File: src/sha256_pkg.sv
// sha-256 hasher package: beat types, constants and a rotate-right function
`timescale 1ns / 1ps
package sha256_pkg;

	typedef struct packed {
		logic [7:0] data_byte;
		logic       byte_valid;
		logic       last;
	} in_beat_t;

	typedef struct packed {
		logic [31:0] digest_w0;
		logic [31:0] digest_w1;
		logic [31:0] digest_w2;
		logic [31:0] digest_w3;
		logic [31:0] digest_w4;
		logic [31:0] digest_w5;
		logic [31:0] digest_w6;
		logic [31:0] digest_w7;
	} out_beat_t;

	localparam logic [7:0] PAD_BYTE = 8'h80;
	localparam int unsigned LEN_POS = 56;
	localparam logic [63:0] BLOCK_BITS = 64'd512;

	localparam logic [31:0] INIT_H [8] = '{
		32'h6a09e667, 32'hbb67ae85, 32'h3c6ef372, 32'ha54ff53a,
		32'h510e527f, 32'h9b05688c, 32'h1f83d9ab, 32'h5be0cd19
	};

	localparam logic [31:0] ROUND_K [64] = '{
		32'h428a2f98, 32'h71374491, 32'hb5c0fbcf, 32'he9b5dba5,
		32'h3956c25b, 32'h59f111f1, 32'h923f82a4, 32'hab1c5ed5,
		32'hd807aa98, 32'h12835b01, 32'h243185be, 32'h550c7dc3,
		32'h72be5d74, 32'h80deb1fe, 32'h9bdc06a7, 32'hc19bf174,
		32'he49b69c1, 32'hefbe4786, 32'h0fc19dc6, 32'h240ca1cc,
		32'h2de92c6f, 32'h4a7484aa, 32'h5cb0a9dc, 32'h76f988da,
		32'h983e5152, 32'ha831c66d, 32'hb00327c8, 32'hbf597fc7,
		32'hc6e00bf3, 32'hd5a79147, 32'h06ca6351, 32'h14292967,
		32'h27b70a85, 32'h2e1b2138, 32'h4d2c6dfc, 32'h53380d13,
		32'h650a7354, 32'h766a0abb, 32'h81c2c92e, 32'h92722c85,
		32'ha2bfe8a1, 32'ha81a664b, 32'hc24b8b70, 32'hc76c51a3,
		32'hd192e819, 32'hd6990624, 32'hf40e3585, 32'h106aa070,
		32'h19a4c116, 32'h1e376c08, 32'h2748774c, 32'h34b0bcb5,
		32'h391c0cb3, 32'h4ed8aa4a, 32'h5b9cca4f, 32'h682e6ff3,
		32'h748f82ee, 32'h78a5636f, 32'h84c87814, 32'h8cc70208,
		32'h90befffa, 32'ha4506ceb, 32'hbef9a3f7, 32'hc67178f2
	};

	function automatic logic [31:0] ror32(input logic [31:0] x, input int unsigned n);
		ror32 = (x >> n) | (x << (32 - n));
	endfunction

endpackage

File: src/sha256_byte_stream_hasher_core.sv
// sha-256 byte-stream hasher: byte buffer, length count and an iterative round unit
`timescale 1ns / 1ps
// Takes one message byte per input beat and hashes it with SHA-256. Bytes shift into a
// 16-word block register at one beat per cycle while not stalled. The beat that
// fills the 64-byte block starts 64 rounds on one shared round unit and a fold step
// that adds the result into the chaining words; in_stall stays high throughout. A beat
// with last set pads the message one byte per cycle (64 minus the bytes held),
// then compresses one block, or two when 56 or more bytes are held (64 more pad bytes
// and another compression); a last beat filling a block has it compressed first. The
// digest then moves into the output register, where it waits until taken; the
// core stays in ST_OUT while an earlier digest waits. The next message then starts.
module sha256_byte_stream_hasher_core
	import sha256_pkg::*;
(
	input  logic      clk,
	input  logic      arst_n,
	input  logic      in_valid,
	output logic      in_stall,
	input  in_beat_t  in_data,
	output logic      out_valid,
	input  logic      out_stall,
	output out_beat_t out_data
);

	localparam logic [2:0] ST_IDLE  = 3'd0;
	localparam logic [2:0] ST_ROUND = 3'd1;
	localparam logic [2:0] ST_FOLD  = 3'd2;
	localparam logic [2:0] ST_PAD   = 3'd3;
	localparam logic [2:0] ST_OUT   = 3'd4;

	logic [2:0]  state_q;
	logic [5:0]  fill_q;
	logic [63:0] len_q;
	logic [63:0] total_q;
	logic [31:0] h_q [8];
	logic [31:0] v_q [8];
	logic [31:0] w_q [16];
	logic [5:0]  rnd_q;
	logic        final_q;
	logic        pad80_q;
	logic        hi_q;
	logic        out_valid_q;
	out_beat_t   out_q;

	logic        accept;
	logic        shift_en;
	logic        inc_bit;
	logic        out_load;
	logic [6:0]  fill_nxt;
	logic [7:0]  len_byte;
	logic [7:0]  pad_byte;
	logic [7:0]  shift_byte;
	logic [31:0] s0, s1, w_new, wt, t1, t2;

	assign accept    = in_valid && !in_stall;
	assign in_stall  = (state_q != ST_IDLE);
	assign out_valid = out_valid_q;
	assign out_data  = out_q;
	assign out_load  = (state_q == ST_OUT) && (!out_valid_q || !out_stall);

	assign inc_bit    = (state_q == ST_PAD) || in_data.byte_valid;
	assign fill_nxt   = {1'b0, fill_q} + {6'd0, inc_bit};
	assign len_byte   = total_q[{3'd7 - fill_q[2:0], 3'd0} +: 8];
	assign shift_en   = (accept && in_data.byte_valid) || (state_q == ST_PAD);
	assign shift_byte = (state_q == ST_PAD) ? pad_byte : in_data.data_byte;

	always_comb begin
		if (pad80_q) begin
			pad_byte = PAD_BYTE;
		end else if (fill_q >= 6'(LEN_POS) && !hi_q) begin
			pad_byte = len_byte;
		end else begin
			pad_byte = 8'h00;
		end
	end

	// message schedule: w_q holds a sliding window of 16 words
	always_comb begin
		s0 = ror32(w_q[1], 7) ^ ror32(w_q[1], 18) ^ (w_q[1] >> 3);
		s1 = ror32(w_q[14], 17) ^ ror32(w_q[14], 19) ^ (w_q[14] >> 10);
		w_new = w_q[0] + s0 + w_q[9] + s1;
		wt = w_q[0];
		t1 = v_q[7] + (ror32(v_q[4], 6) ^ ror32(v_q[4], 11) ^ ror32(v_q[4], 25))
			+ ((v_q[4] & v_q[5]) ^ (~v_q[4] & v_q[6])) + ROUND_K[rnd_q] + wt;
		t2 = (ror32(v_q[0], 2) ^ ror32(v_q[0], 13) ^ ror32(v_q[0], 22))
			+ ((v_q[0] & v_q[1]) ^ (v_q[0] & v_q[2]) ^ (v_q[1] & v_q[2]));
	end

	always_ff @(posedge clk) begin
		if (state_q == ST_ROUND) begin
			for (int i = 0; i < 15; i++) w_q[i] <= w_q[i+1];
			w_q[15] <= w_new;
			v_q[7] <= v_q[6];
			v_q[6] <= v_q[5];
			v_q[5] <= v_q[4];
			v_q[4] <= v_q[3] + t1;
			v_q[3] <= v_q[2];
			v_q[2] <= v_q[1];
			v_q[1] <= v_q[0];
			v_q[0] <= t1 + t2;
		end else begin
			// bytes enter at the bottom, so the first byte ends up most significant
			if (shift_en) begin
				for (int i = 0; i < 15; i++) w_q[i] <= {w_q[i][23:0], w_q[i+1][31:24]};
				w_q[15] <= {w_q[15][23:0], shift_byte};
			end
			for (int i = 0; i < 8; i++) v_q[i] <= h_q[i];
		end
	end

	always_ff @(posedge clk or negedge arst_n) begin
		if (!arst_n) begin
			state_q     <= ST_IDLE;
			fill_q      <= '0;
			len_q       <= '0;
			total_q     <= '0;
			rnd_q       <= '0;
			final_q     <= 1'b0;
			pad80_q     <= 1'b0;
			hi_q        <= 1'b0;
			out_valid_q <= 1'b0;
			out_q       <= '0;
			for (int i = 0; i < 8; i++) h_q[i] <= INIT_H[i];
		end else begin
			case (state_q)
				ST_IDLE: begin
					if (accept) begin
						fill_q <= fill_nxt[5:0];
						if (in_data.last) begin
							final_q <= 1'b1;
							pad80_q <= 1'b1;
							total_q <= len_q + {54'd0, fill_nxt, 3'd0};
						end
						if (fill_nxt[6]) begin
							len_q   <= len_q + BLOCK_BITS;
							state_q <= ST_ROUND;
						end else if (in_data.last) begin
							state_q <= ST_PAD;
						end
					end
				end
				ST_ROUND: begin
					rnd_q <= rnd_q + 6'd1;
					if (rnd_q == 6'd63) begin
						state_q <= ST_FOLD;
					end
				end
				ST_FOLD: begin
					for (int i = 0; i < 8; i++) h_q[i] <= h_q[i] + v_q[i];
					hi_q <= 1'b0;
					if (!final_q) begin
						state_q <= ST_IDLE;
					end else if (pad80_q || hi_q) begin
						state_q <= ST_PAD;
					end else begin
						state_q <= ST_OUT;
					end
				end
				ST_PAD: begin
					fill_q <= fill_nxt[5:0];
					if (pad80_q) begin
						pad80_q <= 1'b0;
						hi_q    <= (fill_q >= 6'(LEN_POS));
					end
					if (fill_nxt[6]) begin
						state_q <= ST_ROUND;
					end
				end
				ST_OUT: begin
					if (out_load) begin
						state_q <= ST_IDLE;
						fill_q  <= '0;
						len_q   <= '0;
						final_q <= 1'b0;
						for (int i = 0; i < 8; i++) h_q[i] <= INIT_H[i];
					end
				end
				default: state_q <= ST_IDLE;
			endcase
			if (out_load) begin
				out_valid_q <= 1'b1;
				out_q <= '{h_q[0], h_q[1], h_q[2], h_q[3], h_q[4], h_q[5], h_q[6], h_q[7]};
			end else if (!out_stall) begin
				out_valid_q <= 1'b0;
			end
		end
	end

endmodule

File: config.mk
export PLATFORM = sky130hd
export DESIGN_NAME = sha256_byte_stream_hasher_core
export DESIGN_NICKNAME = d
export VERILOG_FILES = /design/src/sha256_pkg.sv /design/src/sha256_byte_stream_hasher_core.sv
export SDC_FILE = /design/constraint.sdc
export NUM_CORES = 2
export LEC_CHECK = 0
export BUFFER_PORTS_ARGS = -buffer_cell sky130_fd_sc_hd__buf_2
export CAP_MARGIN = 20
export CORE_UTILIZATION = 45
export CTS_BUF_LIST = sky130_fd_sc_hd__clkbuf_2 sky130_fd_sc_hd__clkbuf_4 sky130_fd_sc_hd__clkbuf_8
export CTS_CLUSTER_SIZE = 8
export DETAILED_ROUTE_END_ITERATION = 12
export PLACE_DENSITY = 0.69
export SLEW_MARGIN = 20
export SYNTH_ARGS = -nofsm -noshare
export SYNTH_HDL_FRONTEND = slang
export SYNTH_SLANG_ARGS = --single-unit
File: constraint.sdc
create_clock -name clk -period 26.4 [get_ports clk]
set_input_delay 2.64 -clock clk [delete_from_list [all_inputs] [get_ports clk]]
set_output_delay 2.64 -clock clk [all_outputs]
set_load 0.01 [all_outputs]
**Yosys cells after proc, flatten, opt, wreduce, memory -nomap -nowiden**

Memory sizes are Yosys's and may differ from the RTL's.
Index checks and enable logic that the tools add are counted.

- Register bits after elaboration: 659
- Memory bits (writable): 768
- Bits in read-only memories: 2048
- Bits of input ports: 14
- Memories: 3

Memories:

| name | words | bits a word | read ports | clocked after Yosys merged registers in | write ports | line | RTL |
|---|---|---|---|---|---|---|---|
| (name not given) | 64 | 32 | 1 | 0 | 0 | sha256_byte_stream_hasher_core.sv:84 | `+ ((v_q[4] & v_q[5]) ^ (~v_q[4] & v_q[6])) + ROUND_K[rnd_q] + wt;` |
| w_q | 16 | 32 | 16 | 0 | 16 | sha256_byte_stream_hasher_core.sv:37 | `logic [31:0] w_q [16];` |
| v_q | 8 | 32 | 8 | 0 | 8 | sha256_byte_stream_hasher_core.sv:36 | `logic [31:0] v_q [8];` |

- Add/sub/neg operators: 23
- Magnitude comparators: 2
- Equal/unequal tests: 14
- Shifts and indexed selects: 1
- Mux-type cells: 62
- Bitwise logic cells: 52
- Reduce and logical (&&, ||, !) cells: 27

Operator list:

| kind | count |
|---|---|
| two-way mux 32 bit | 26 |
| adder 32 bit | 18 |
| case mux 256 bit (2 select lines) | 1 |
| XOR 32 bit | 9 |
| two-way mux 256 bit | 1 |
| two-way mux 64 bit | 3 |
| AND 32 bit | 5 |
| case mux 64 bit (2 select lines) | 1 |
| adder 64 x 10 -> 64 bit | 1 |
| adder 64 x 10 -> 64 bit, second input constant | 1 |
| variable part select 64 x 7 -> 8 bit | 1 |
| NOT 32 bit | 1 |
| bitwise OR 10 x 32 -> 32 bit | 1 |
| bitwise OR 13 x 32 -> 32 bit | 1 |
| bitwise OR 14 x 32 -> 32 bit | 1 |
| bitwise OR 15 x 32 -> 32 bit | 1 |
| bitwise OR 19 x 32 -> 32 bit | 1 |
| bitwise OR 21 x 32 -> 32 bit | 1 |
| bitwise OR 25 x 32 -> 32 bit | 1 |
| bitwise OR 26 x 32 -> 32 bit | 1 |
| bitwise OR 30 x 32 -> 32 bit | 1 |
| bitwise OR 7 x 32 -> 32 bit | 1 |
| XOR 32 x 22 -> 32 bit | 1 |
| XOR 32 x 29 -> 32 bit | 1 |
| other kinds (31) | 101 |

**Longest topological paths before layout**

- Depth in word-level cells: 9
- Mapped depth: 37
- Gate-level depth less buffers: 35

**Worst setup path before layout**

No wires, ideal clock.

- Path type: input -> register
- From: input in_valid
- To: memory w_q[0][0], enable pin
- Arrival time: 23.917 ns
- Data required time: 25.001 ns
- Slack: 1.084 ns
- Stages on the path: 2
- Buffers on the path: 0
- Path through: a31oi_1 > nor2_1

RTL lines:

| item | line | RTL |
|---|---|---|
| start, declared | sha256_byte_stream_hasher_core.sv:17 | `input logic in_valid,` |
| end, declared | sha256_byte_stream_hasher_core.sv:37 |  |

==> results by group <==
Worst hold path
  – Hold EP: out_data[24]$_DFFE_PN0P_
  – Worst Hold Depth: 2
  – Hold Path Class: reg -> reg
  – Hold path startpoint: out_data[24]$_DFFE_PN0P_

Place
  – Placed insts: 11147
  – IO buf count: 271
  – Detailed-placement wirelength estimate: 194 mm
  – Placement Setup Slack: 16.15 ns
  – Final Wtd Congestion: a little under 1

Clock tree
  – Root Buffer: clkbuf_8
  – Hold Buf Count CTS: 0
  – Post-cts sizing count: 0
  – Reg clk slew, reported paths: 0.06 ns
  – TritonCTS clock tree: yes
  – Setup repair bufs after CTS: 0
  – Worst skew pair latency: 1.02 ns
  – Bufs on Longest Clock Path: 3
  – CTS Sinks: 1415
  – CTS Buf Count: 235
  – H-tree levels: 4

Drt
  – Remaining DRCs: 0
  – Routed Antenna Nets: 0
  – Final WL: 264 mm
  – Drt wl/cell: 22.8 um
  – Via Count: 66095
  – Avg Vias per Cell: ~5.7
  – 1st-pass router iterations: 9
  – First DRT Iteration DRCs: 6595

Global routing
  – Vias in the first global route: ~64000
  – Global-route usage over all layers: 27.9%
  – First-pass GRT wire length: 398 mm
  – Largest net degree at the start of global routing: 236
  – Gr ovfl total: 0
  – Initial antenna violation count: 11

Timing
  – Post-route worst setup slack: 15.99 ns
  – RSZ-0062 raised after global routing: false
  – Worst Tran Pin Value: 1.23 ns
  – Max Slew Vio Count: 0
  – Tcrit/Tclk final: 39.4%
  – Fin Setup TNS: 0 ns
  – Fin Clk Skew: 0.0573 ns
  – Max Freq: approximately 96 MHz
  – Final Hold Viols: 0
  – # setup viols final: 0
  – Min cycle time layout: 10.41 ns
  – Slew margin rel.: 18.1%

Final layout
  – Area growth syn-to-layout: 9.91%
  – Sequential Area: 36900 um2
  – Util after Layout: 49.9%
  – Layout Nets: 9529
  – Fraction of layout cells with a size suffix above 1: 14.2%
  – Non-Filler Instances: roughly 12000
  – Area of the multi-input gates: about 44000 um2
  – # fillers: approximately 17000

Synthesis
  – Cells after synthesis: 8821
  – #FFs+latches synth: 1415
  – Post-Syn Area: roughly 83000 um2
  – Synth Warn #: 0
  – Sequential fraction of the synthesis area: 44.2%
  – Syn Area/Cell: 9.45 um2
  – Share of flip-flops with an asynchronous set or reset: 45.7%
  – Post-synth EDFFs: 512
  – Post-synth cell types: 93
  – Syn Nets: roughly 9400
  – Dominant synthesized flop cell: edfxtp_1

Worst setup path
  – Slowest cell on the critical path: dfrtp_1
  – CP startpoint kind: flip-flop
  – Bufs and invs on worst path: 2
  – Crit path largest cell delay: 0.90 ns
  – Reg2Reg Setup Slack: between 15 and 20 ns
  – CP Capture Type: flip-flop
  – Reg-to-Reg Start: rnd_q[0]$_DFFE_PN0P_
  – R2r worst-path depth: 33
  – Worst-path fanout max: 21
  – WP data arrival: 11.31 ns
  – Worst EP required: 27.30 ns
  – End of the worst register-to-register path: v_q[0][30]$_DFF_P_
  – CP delay by family, top: compound AO/OA/AOI/OAI gates
  – Crit path kind: reg -> reg

Flow run
  – Max cap viols: 0

Floorplan
  – Die area: 187000 um2
  – Core Box Area: 183000 um2
  – IO Pins: roughly 270
  – Rows: 157
  – Die X: 432 um
  – Initial core utilization: a little under half
  – DIE HEIGHT: roughly 430 um

Status
  – Status: finished, final reports clean
-- logic make-up (layout without fill, tap and decap cells) --
| kind of cell | Yosys count | count (layout) | synth area share (%) |
|---|---|---|---|
| buffers and inverters | 728 | 1023 | 3.30 |
| adder cells (fa/ha/maj) | 623 | 623 | 11.0 |
| AO/OA/AOI/OAI | 1661 | 1661 | 12.0 |
| AND/OR/NAND/NOR | 3322 | 3322 | 16.6 |
| other | 1 | 8 | 0.00450 |
| flip-flops | 1415 | 1415 | 44.2 |
| multiplexers | 406 | 406 | 5.78 |
| XOR/XNOR | 665 | 665 | 6.99 |
-- cell type report --
cell class,count,area share [%]
Clock buffer,357,4.72
Antenna cell,7,0.0191
Timing Repair Buffer,331,2.11
Multi-Input combinational cell,6678,47.8
Clock inverter,74,0.617
Tap cell,2464,3.37
Sequential cell,1415,40.2
Inverter,261,1.07
-- cells in the final DEF (no fill, tap or decap), drive strengths merged, types with 270 or more instances in the layout --
master / count
inv: 270
nor2: 415
ha: 398
dfrtp: 511
o21ai: 557
mux2: 345
xnor2: 451
a21oi: 494
buf: 331
nand2: 2268
edfxtp: 512
clkbuf: 357
-- layer usage --
metal	vias to the layer above	global-route usage [%]	share of wire [%]
met2	2556	43.7	45
li1	30582	-	-
met3	580	4.95	7.1
met5	-	0	0.019
met1	32367	37.4	42
met4	10	13.4	5.2
-- how the worst max path moves through the flow --
stage | from | end | slack, ns | cells after the start
floorplan | in_valid | w_q[0][0]$_DFFE_PP_ | 1.08 | 2
global placement | rnd_q[0]$_DFFE_PN0P_ | v_q[0][30]$_DFF_P_ | 16.21 | 33
detailed placement | rnd_q[0]$_DFFE_PN0P_ | v_q[0][30]$_DFF_P_ | 16.15 | 33
CTS | rnd_q[0]$_DFFE_PN0P_ | v_q[0][30]$_DFF_P_ | 16.03 | 33
global route | rnd_q[0]$_DFFE_PN0P_ | v_q[0][30]$_DFF_P_ | 15.41 | 33
finish | rnd_q[0]$_DFFE_PN0P_ | v_q[0][30]$_DFF_P_ | 15.99 | 33
-- cells in the mapped netlist (all sizes together), types with 57 or more instances --
cell	n	area, um2
a211oi	63	473
a21o	157	1180
a21oi	494	2470
a31oi	57	357
clkbuf	431	1620
dfrtp	511	12800
dfstp	136	3570
dfxtp	256	5120
edfxtp	512	15400
fa	195	3900
ha	398	4980
inv	260	976
mux2	345	3880
nand2	2268	8510
nand2b	64	400
nand3	141	706
nand4	60	375
nor2	415	1560
nor3	109	551
o21ai	557	2790
xnor2	451	3950
xor2	214	1870
-- flip-flops by register name, indices dropped and copies added (netlist names) --
| signal | cells |
|---|---|
| state_q | 3 |
| len_q | 55 |
| fill_q | 6 |
| pad80_q | 1 |
| h_q | 256 |
| v_q | 256 |
| out_data | 256 |
| rnd_q | 6 |
| out_valid | 1 |
| w_q | 512 |
| hi_q | 1 |
| total_q | 61 |
| final_q | 1 |
-- worst reg2reg max path, delay by kind of cell (launching register included) --
kind                     cells  cell delay, ns
buffers and inverters        2            0.76
flip-flops                   1            0.90
AND/OR/NAND/NOR              6            1.51
adder cells (fa/ha/maj)      7            3.07
XOR/XNOR                     1            0.24
AO/OA/AOI/OAI               17            3.82
-- metrics by stage --
| step | cell area (um2) | hold slack (ns) |
|---|---|---|
| global placement | 86600 | 0.450 |
| detailed placement | 86600 | 0.458 |
| CTS | 91500 | 0.470 |
| floorplan | 83300 | 0.431 |
| global route | 91600 | 0.480 |
| finish | 91600 | 0.467 |
Power is not shown: default switching activity piles up to over one toggle a cycle in this logic, so the estimate is an artifact.
